===== src/sv/dbd_pkg.sv =====
`default_nettype none
package dbd_pkg;

    localparam int YEAR_W  = 14;
    localparam int MONTH_W = 4;
    localparam int DAY_W   = 5;
    localparam int DATE_W  = YEAR_W + MONTH_W + DAY_W;
    localparam int IN_W    = 2 * DATE_W;
    localparam int S_DATA_W = ((IN_W + 7) / 8) * 8;
    localparam int COUNT_W = 22;
    localparam int M_DATA_W = ((COUNT_W + 7) / 8) * 8;
    localparam int ORD_W   = 23;
    localparam int P_W     = 15;

    // p / 100 == (p * RECIP_100) >> RECIP_SHIFT for p < 2**15
    localparam int RECIP_W     = 13;
    localparam int RECIP_SHIFT = 19;
    localparam logic [RECIP_W-1:0] RECIP_100 = 13'd5243;
    localparam logic [P_W-1:0] YEAR_OFFSET = 15'd399;

    localparam logic [MONTH_W-1:0] MONTH_JAN = 4'd1;
    localparam logic [MONTH_W-1:0] MONTH_FEB = 4'd2;
    localparam logic [MONTH_W-1:0] MONTH_APR = 4'd4;
    localparam logic [MONTH_W-1:0] MONTH_JUN = 4'd6;
    localparam logic [MONTH_W-1:0] MONTH_SEP = 4'd9;
    localparam logic [MONTH_W-1:0] MONTH_NOV = 4'd11;
    localparam logic [MONTH_W-1:0] MONTH_DEC = 4'd12;

    typedef struct packed {
        logic load_in;
        logic sel_end;
        logic step1;
        logic step2;
        logic step3;
        logic load_out;
    } dbd_cmd_t;

    function automatic logic [DAY_W-1:0] month_len(input logic [MONTH_W-1:0] m,
                                                   input logic leap);
        logic [DAY_W-1:0] len;
        case (m)
            MONTH_APR, MONTH_JUN, MONTH_SEP, MONTH_NOV: len = 5'd30;
            MONTH_FEB: len = leap ? 5'd29 : 5'd28;
            default:   len = 5'd31;
        endcase
        return len;
    endfunction

    function automatic logic [8:0] days_before(input logic [MONTH_W-1:0] m);
        logic [8:0] n;
        case (m)
            4'd1:    n = 9'd0;
            4'd2:    n = 9'd31;
            4'd3:    n = 9'd59;
            4'd4:    n = 9'd90;
            4'd5:    n = 9'd120;
            4'd6:    n = 9'd151;
            4'd7:    n = 9'd181;
            4'd8:    n = 9'd212;
            4'd9:    n = 9'd243;
            4'd10:   n = 9'd273;
            4'd11:   n = 9'd304;
            4'd12:   n = 9'd334;
            default: n = 9'd0;
        endcase
        return n;
    endfunction

endpackage
`default_nettype wire


===== src/sv/dbd_ctrl.sv =====
`default_nettype none
module dbd_ctrl
    import dbd_pkg::*;
(
    input  wire        aclk,
    input  wire        aresetn,
    input  wire        s_tvalid,
    output logic       s_tready,
    output logic       m_tvalid,
    input  wire        m_tready,
    output dbd_cmd_t   cmd
);

    localparam logic [2:0] ST_IDLE = 3'd0;
    localparam logic [2:0] ST_A1   = 3'd1;
    localparam logic [2:0] ST_A2   = 3'd2;
    localparam logic [2:0] ST_A3   = 3'd3;
    localparam logic [2:0] ST_B1   = 3'd4;
    localparam logic [2:0] ST_B2   = 3'd5;
    localparam logic [2:0] ST_B3   = 3'd6;
    localparam logic [2:0] ST_FIN  = 3'd7;

    logic [2:0] state_reg, state_next;
    logic       valid_reg, valid_next;
    logic       out_free;

    assign out_free = !valid_reg || m_tready;
    assign s_tready = (state_reg == ST_IDLE);
    assign m_tvalid = valid_reg;

    always_comb begin
        state_next = state_reg;
        cmd = '0;
        case (state_reg)
            ST_IDLE: begin
                if (s_tvalid) begin
                    cmd.load_in = 1'b1;
                    state_next = ST_A1;
                end
            end
            ST_A1: begin
                cmd.step1 = 1'b1;
                state_next = ST_A2;
            end
            ST_A2: begin
                cmd.step2 = 1'b1;
                state_next = ST_A3;
            end
            ST_A3: begin
                cmd.step3 = 1'b1;
                state_next = ST_B1;
            end
            ST_B1: begin
                cmd.sel_end = 1'b1;
                cmd.step1 = 1'b1;
                state_next = ST_B2;
            end
            ST_B2: begin
                cmd.sel_end = 1'b1;
                cmd.step2 = 1'b1;
                state_next = ST_B3;
            end
            ST_B3: begin
                cmd.sel_end = 1'b1;
                cmd.step3 = 1'b1;
                state_next = ST_FIN;
            end
            ST_FIN: begin
                if (out_free) begin
                    cmd.load_out = 1'b1;
                    state_next = ST_IDLE;
                end
            end
            default: state_next = ST_IDLE;
        endcase
    end

    always_comb begin
        if (cmd.load_out) begin
            valid_next = 1'b1;
        end else if (m_tready) begin
            valid_next = 1'b0;
        end else begin
            valid_next = valid_reg;
        end
    end

    always_ff @(posedge aclk) begin
        if (!aresetn) begin
            state_reg <= ST_IDLE;
            valid_reg <= 1'b0;
        end else begin
            state_reg <= state_next;
            valid_reg <= valid_next;
        end
    end

endmodule
`default_nettype wire


===== src/sv/dbd_datapath.sv =====
`default_nettype none
module dbd_datapath
    import dbd_pkg::*;
(
    input  wire                  aclk,
    input  wire [IN_W-1:0]       in_data,
    input  dbd_cmd_t             cmd,
    output logic [COUNT_W-1:0]   day_count,
    output logic                 end_not_later
);

    logic [IN_W-1:0]    in_reg;
    logic [YEAR_W-1:0]  y_reg;
    logic [MONTH_W-1:0] m_reg;
    logic [DAY_W-1:0]   d_reg;
    logic [P_W-1:0]     p_reg;
    logic [P_W+RECIP_W-1:0]    prodp_reg;
    logic [YEAR_W+RECIP_W-1:0] prody_reg;
    logic               leap_reg, leap_next;
    logic [ORD_W-1:0]   base_reg, base_next;
    logic [ORD_W-1:0]   ord_a_reg, ord_b_reg, ord_next;
    logic [COUNT_W-1:0] count_reg, count_next;
    logic               flag_reg, flag_next;

    logic [YEAR_W-1:0]  y_sel;
    logic [MONTH_W-1:0] m_sel;
    logic [DAY_W-1:0]   d_sel;
    logic [P_W-1:0]     p_next;
    logic [8:0]         q100p;
    logic [7:0]         q100y;
    logic [YEAR_W-1:0]  r100;
    logic [MONTH_W-1:0] m_fix;
    logic [DAY_W-1:0]   len, d_fix;
    logic [ORD_W-1:0]   diff;

    // date fields: year, month, day from the low bits up
    always_comb begin
        if (cmd.sel_end) begin
            y_sel = in_reg[DATE_W +: YEAR_W];
            m_sel = in_reg[DATE_W+YEAR_W +: MONTH_W];
            d_sel = in_reg[DATE_W+YEAR_W+MONTH_W +: DAY_W];
        end else begin
            y_sel = in_reg[0 +: YEAR_W];
            m_sel = in_reg[YEAR_W +: MONTH_W];
            d_sel = in_reg[YEAR_W+MONTH_W +: DAY_W];
        end
    end

    assign p_next = P_W'(y_sel) + YEAR_OFFSET;

    // step 2: century quotients, leap flag, year part of the ordinal
    assign q100p = prodp_reg[RECIP_SHIFT +: 9];
    assign q100y = prody_reg[RECIP_SHIFT +: 8];
    assign r100  = y_reg - YEAR_W'(q100y) * YEAR_W'(100);

    always_comb begin
        leap_next = (y_reg[1:0] == 2'd0) && ((r100 != '0) || (q100y[1:0] == 2'd0));
        base_next = ORD_W'(p_reg) * ORD_W'(365) + ORD_W'(p_reg[P_W-1:2])
                  + ORD_W'(q100p[8:2]) - ORD_W'(q100p);
    end

    // step 3: clamp month and day, add month and day part
    always_comb begin
        if (m_reg < MONTH_JAN) begin
            m_fix = MONTH_JAN;
        end else if (m_reg > MONTH_DEC) begin
            m_fix = MONTH_DEC;
        end else begin
            m_fix = m_reg;
        end
        len = month_len(m_fix, leap_reg);
        if (d_reg == '0) begin
            d_fix = 5'd1;
        end else if (d_reg > len) begin
            d_fix = len;
        end else begin
            d_fix = d_reg;
        end
        ord_next = base_reg + ORD_W'(days_before(m_fix))
                 + ORD_W'((m_fix > MONTH_FEB) && leap_reg) + ORD_W'(d_fix);
    end

    always_comb begin
        diff = ord_b_reg - ord_a_reg;
        if (ord_a_reg < ord_b_reg) begin
            flag_next = 1'b0;
            count_next = diff[ORD_W-1] ? {COUNT_W{1'b1}} : diff[COUNT_W-1:0];
        end else begin
            flag_next = 1'b1;
            count_next = '0;
        end
    end

    always_ff @(posedge aclk) begin
        if (cmd.load_in) begin
            in_reg <= in_data;
        end
        if (cmd.step1) begin
            y_reg     <= y_sel;
            m_reg     <= m_sel;
            d_reg     <= d_sel;
            p_reg     <= p_next;
            prodp_reg <= (P_W+RECIP_W)'(p_next) * (P_W+RECIP_W)'(RECIP_100);
            prody_reg <= (YEAR_W+RECIP_W)'(y_sel) * (YEAR_W+RECIP_W)'(RECIP_100);
        end
        if (cmd.step2) begin
            leap_reg <= leap_next;
            base_reg <= base_next;
        end
        if (cmd.step3) begin
            if (cmd.sel_end) begin
                ord_b_reg <= ord_next;
            end else begin
                ord_a_reg <= ord_next;
            end
        end
        if (cmd.load_out) begin
            count_reg <= count_next;
            flag_reg  <= flag_next;
        end
    end

    assign day_count     = count_reg;
    assign end_not_later = flag_reg;

endmodule
`default_nettype wire


===== src/sv/days_between_dates_top.sv =====
`default_nettype none
// Days between two Gregorian dates. Each request holds a start and an end date; the
// block turns each into a day ordinal in closed form and returns the difference, or
// zero with end_not_later set when the end is not after the start. Out-of-range months
// and days are clamped; counts above 22 bits saturate. One request is handled at a
// time: the three-step ordinal unit is run once for each date, then the final compare
// loads the output register. The next request is accepted the cycle after a result
// enters the output register, even while that result still waits.
module days_between_dates_top
    import dbd_pkg::*;
(
    input  wire                  aclk,
    input  wire                  aresetn,
    input  wire                  s_tvalid,
    output logic                 s_tready,
    // start_year, start_month, start_day, end_year, end_month, end_day, zero pad
    input  wire [S_DATA_W-1:0]   s_tdata,
    output logic                 m_tvalid,
    input  wire                  m_tready,
    // day_count, zero pad
    output logic [M_DATA_W-1:0]  m_tdata,
    // end_not_later
    output logic                 m_tuser
);

    dbd_cmd_t           cmd;
    logic [COUNT_W-1:0] day_count;

    dbd_ctrl u_ctrl (
        .aclk     (aclk),
        .aresetn  (aresetn),
        .s_tvalid (s_tvalid),
        .s_tready (s_tready),
        .m_tvalid (m_tvalid),
        .m_tready (m_tready),
        .cmd      (cmd)
    );

    dbd_datapath u_dp (
        .aclk          (aclk),
        .in_data       (s_tdata[IN_W-1:0]),
        .cmd           (cmd),
        .day_count     (day_count),
        .end_not_later (m_tuser)
    );

    assign m_tdata = M_DATA_W'(day_count);

    a_one_at_a_time: assert property (@(posedge aclk) disable iff (!aresetn)
        (s_tvalid && s_tready) |=> !s_tready)
        else $error("request accepted while another is in progress");

    a_flag_zero: assert property (@(posedge aclk) disable iff (!aresetn)
        (m_tvalid && m_tuser) |-> (m_tdata == '0))
        else $error("nonzero count with end_not_later set");

    a_count_nonzero: assert property (@(posedge aclk) disable iff (!aresetn)
        (m_tvalid && !m_tuser) |-> (m_tdata != '0))
        else $error("zero count without end_not_later");

endmodule
`default_nettype wire

===== config.mk =====
export PLATFORM = sky130hd
export DESIGN_NAME = days_between_dates_top
export DESIGN_NICKNAME = d
export VERILOG_FILES = /design/src/sv/dbd_pkg.sv /design/src/sv/dbd_ctrl.sv /design/src/sv/dbd_datapath.sv /design/src/sv/days_between_dates_top.sv
export SDC_FILE = /design/constraint.sdc
export NUM_CORES = 1
export LEC_CHECK = 0
export BUFFER_PORTS_ARGS = -buffer_cell sky130_fd_sc_hd__buf_2
export CAP_MARGIN = 20
export CELL_PAD_IN_SITES_DETAIL_PLACEMENT = 0
export CELL_PAD_IN_SITES_GLOBAL_PLACEMENT = 1
export CORE_ASPECT_RATIO = 1.2
export CORE_MARGIN = 4
export CORE_UTILIZATION = 38
export DETAILED_ROUTE_END_ITERATION = 8
export GPL_ROUTABILITY_DRIVEN = 0
export MAX_ROUTING_LAYER = met4
export PLACE_DENSITY_LB_ADDON = 0.2
export RECOVER_POWER = 25
export SLEW_MARGIN = 20
export SYNTH_ARGS = -nofsm -noshare
export SYNTH_HDL_FRONTEND = slang
export SYNTH_SLANG_ARGS = --single-unit

===== constraint.sdc =====
create_clock -name aclk -period 14.5 [get_ports aclk]
set_clock_uncertainty 0.05 [all_clocks]
set_input_delay 2.175 -clock aclk [delete_from_list [all_inputs] [get_ports aclk]]
set_output_delay 2.175 -clock aclk [all_outputs]
set_load 0.005 [all_outputs]

==> results.yml <==
cts:
  root_buffer: "clkbuf_16"
  cts_resized: 0
  numCtsBuffers: 17
  cts_setup_buffers: 0
  cts_tree: "yes"
  postCtsHoldBufs: 0
  cts_sinks: 198
  htreeDepth: 4
  clkTransAtPathRegs_ps: 80
  clock_latency_ps: 500
  clockBufferDepth: 2
run:
  drv_cap: 2
placed_design:
  hpwlAfterDp_mm: 34.97
  place_area_mm2: 0.02233
  dpl.cell_count: 2689
  port_buffers: 74
routing:
  drtAntennaViolNets: 0
  num_vias: 12740
  drt-wirelength-per-cell_um: 14.90
  wl_mm: 40.53
  vias_per_cell: 4.680
  drt_iter0_drc: 383
  drt_pass1_iterations: 4
  drc: 0
grt:
  grt_usage_pct: 15.03
  antenna_found_initial: 0
  grt_overflow_total: 0
  grt_pass1_wl_mm: 69.28
  grt_pass1_vias: 13900
  grt_max_degree: 56
critical_path:
  r2r_setup_slack_ps: 4480
  cp_max_fo: 24
  critPathRequiredTime_ps: 14670
  max_stage_delay_ps: 1320
  r2r_end: "u_dp.prodp_reg[27]"
  cp_slowest_cell: "clkbuf_1"
  crit_top_cell: "fa_1"
  end_kind: "flop"
  cp.arrival_ps: 10180
  start_kind: "flop"
  ff2ff_path_depth: 26
  critical_path_class: "reg2reg"
  rr_startpoint: "u_ctrl.state_reg[2]"
min_path:
  hp-start: "u_ctrl.m_tvalid"
  min_to: "u_ctrl.m_tvalid"
  hold_path_class: "reg2reg"
  min_path_cells: 2
floorplanning:
  die_w_um: 222.7
  dieArea_mm2: 0.05916
  ios: 79
  initial_core_util_pct: 38.35
  dieHeight_um: 265.6
  row_count: 94
  core_mm2: 0.05481
sta:
  setup_viol: 0
  final-max-slew-violation-count: 81
  max_freq_ghz: 0.09985
  rsz0062_at_grt: "no"
  timing.final.crit_share_pct: 69.07
  hold_viol: 0
  fin_tns_setup_ps: 0
  slew_headroom_pct: -96.00
  worst_pin_slew_ps: 2940
  post-route-min-period_ps: 10020
finish:
  nets: 2640
  synthToLayoutAreaGrowth_pct: 8.989
  drive_gt1_share_pct: 7.496
  largest_register_ffs: 46
  final_cells: 2721
  diodes: 0
  postLayoutCoreUtil_pct: 41.80
  design_area_mm2: 0.02291
  layout_common_cells: "inv_1 (448), ha_1 (376), fa_1 (224)"
  layout_commonest_cell: "inv_1"
yosys:
  yosysWarnings: 0
  synth_edf_count: 194
  synth_area_leaders: "edfxtp_1 (28%), ha_1 (22%), fa_1 (21%), inv_1 (8.0%), xnor2_1 (2.9%)"
  seq_area_frac_synth_pct: 28.10
  synth_top_area_share_pct: 27.72
  synth_area_mm2: 0.02102
  synthArstFlopShare_pct: 0
  ys_ff_latch: 198
  netlist_instances: 1898
  ys_types: 73
  syn_avg_cell_area_um2: 11.07
  synthFlopType: "edfxtp_1"
  yosysTopAreaCell: "edfxtp_1"
outcome:
  status: "complete, but fails checks"
  violations: "capacitance limit, slew limit"
-- routing by layer --
layer  vias to the layer above  share of wire, %  global-route usage [%]  routed length (um)
li1                       6470                 -                       -                   -
met2                       107                53                   27.34               21590
met5                         -                 0                       -                   0
met1                      6111                42                   17.01               17090
met4                         0               2.7                   4.849                1102
met3                        47               1.8                   2.263                 749
-- final cells by class --
type | instances | area, um^2
inverter | 450 | 1689
clock buffer | 18 | 429.2
sequential | 198 | 5906
clock inverter | 14 | 180.2
fill | 5329 | 31900
timing repair buffer | 89 | 464.2
tap | 720 | 900.9
multi-input combinational | 1232 | 13340
-- how the worst max path moves through the flow --
stage	from	endpoint
3_5_place_dp	u_ctrl.state_reg[2]	u_dp.prodp_reg[27]
4_1_cts	u_ctrl.state_reg[2]	u_dp.prodp_reg[27]
3_3_place_gp	u_ctrl.state_reg[2]	u_dp.prodp_reg[27]
5_1_grt	u_ctrl.state_reg[2]	u_dp.prodp_reg[27]
2_1_floorplan	u_ctrl.state_reg[2]	u_dp.prodp_reg[27]
6_report	u_ctrl.state_reg[2]	u_dp.prodp_reg[27]
-- cell usage after synthesis (19+ instances only) --
| library cell | count |
|---|---|
| edfxtp_1 | 194 |
| o21ai_0 | 46 |
| nor3_1 | 25 |
| xor2_1 | 33 |
| inv_1 | 448 |
| a21o_1 | 25 |
| nand3_1 | 21 |
| nor2_1 | 70 |
| xnor2_1 | 70 |
| ha_1 | 376 |
| nand2_1 | 45 |
| a21oi_1 | 82 |
| fa_1 | 224 |
| mux2i_1 | 19 |
-- stage by stage --
step / setup WS (ps) / hold slack (ps)
4_1_cts: 5281 / 448.7
3_5_place_dp: 5363 / 436.5
3_3_place_gp: 5323 / 419.9
5_1_grt: 3552 / 469.1
6_report: 4485 / 439.2
2_1_floorplan: 7315 / 418.2
-- cell families (layout without fill, tap and decap cells) --
kind of cell / Yosys count / count (layout) / share of synthesized area (%)
compound gates: 257 / 257 / 8.149
xor+xnor: 103 / 103 / 4.292
fa+ha+maj: 600 / 600 / 43.72
buf+inv: 469 / 571 / 8.489
flops: 198 / 198 / 28.10
mux: 33 / 33 / 1.679
other cells: 1 / 2 / 0.01784
simple gates: 237 / 237 / 5.560
-- critical path, delay by kind of cell, from the launching register on --
family / cells / cell delay, ps
xor+xnor: 2 / 660
flops: 1 / 540
mux: 1 / 740
compound gates: 9 / 2600
simple gates: 4 / 730
fa+ha+maj: 6 / 2720
buf+inv: 4 / 1660
Power is left out: the tool's default activity adds up to more than one toggle a clock period on the data nets, which glitch-free logic cannot reach.
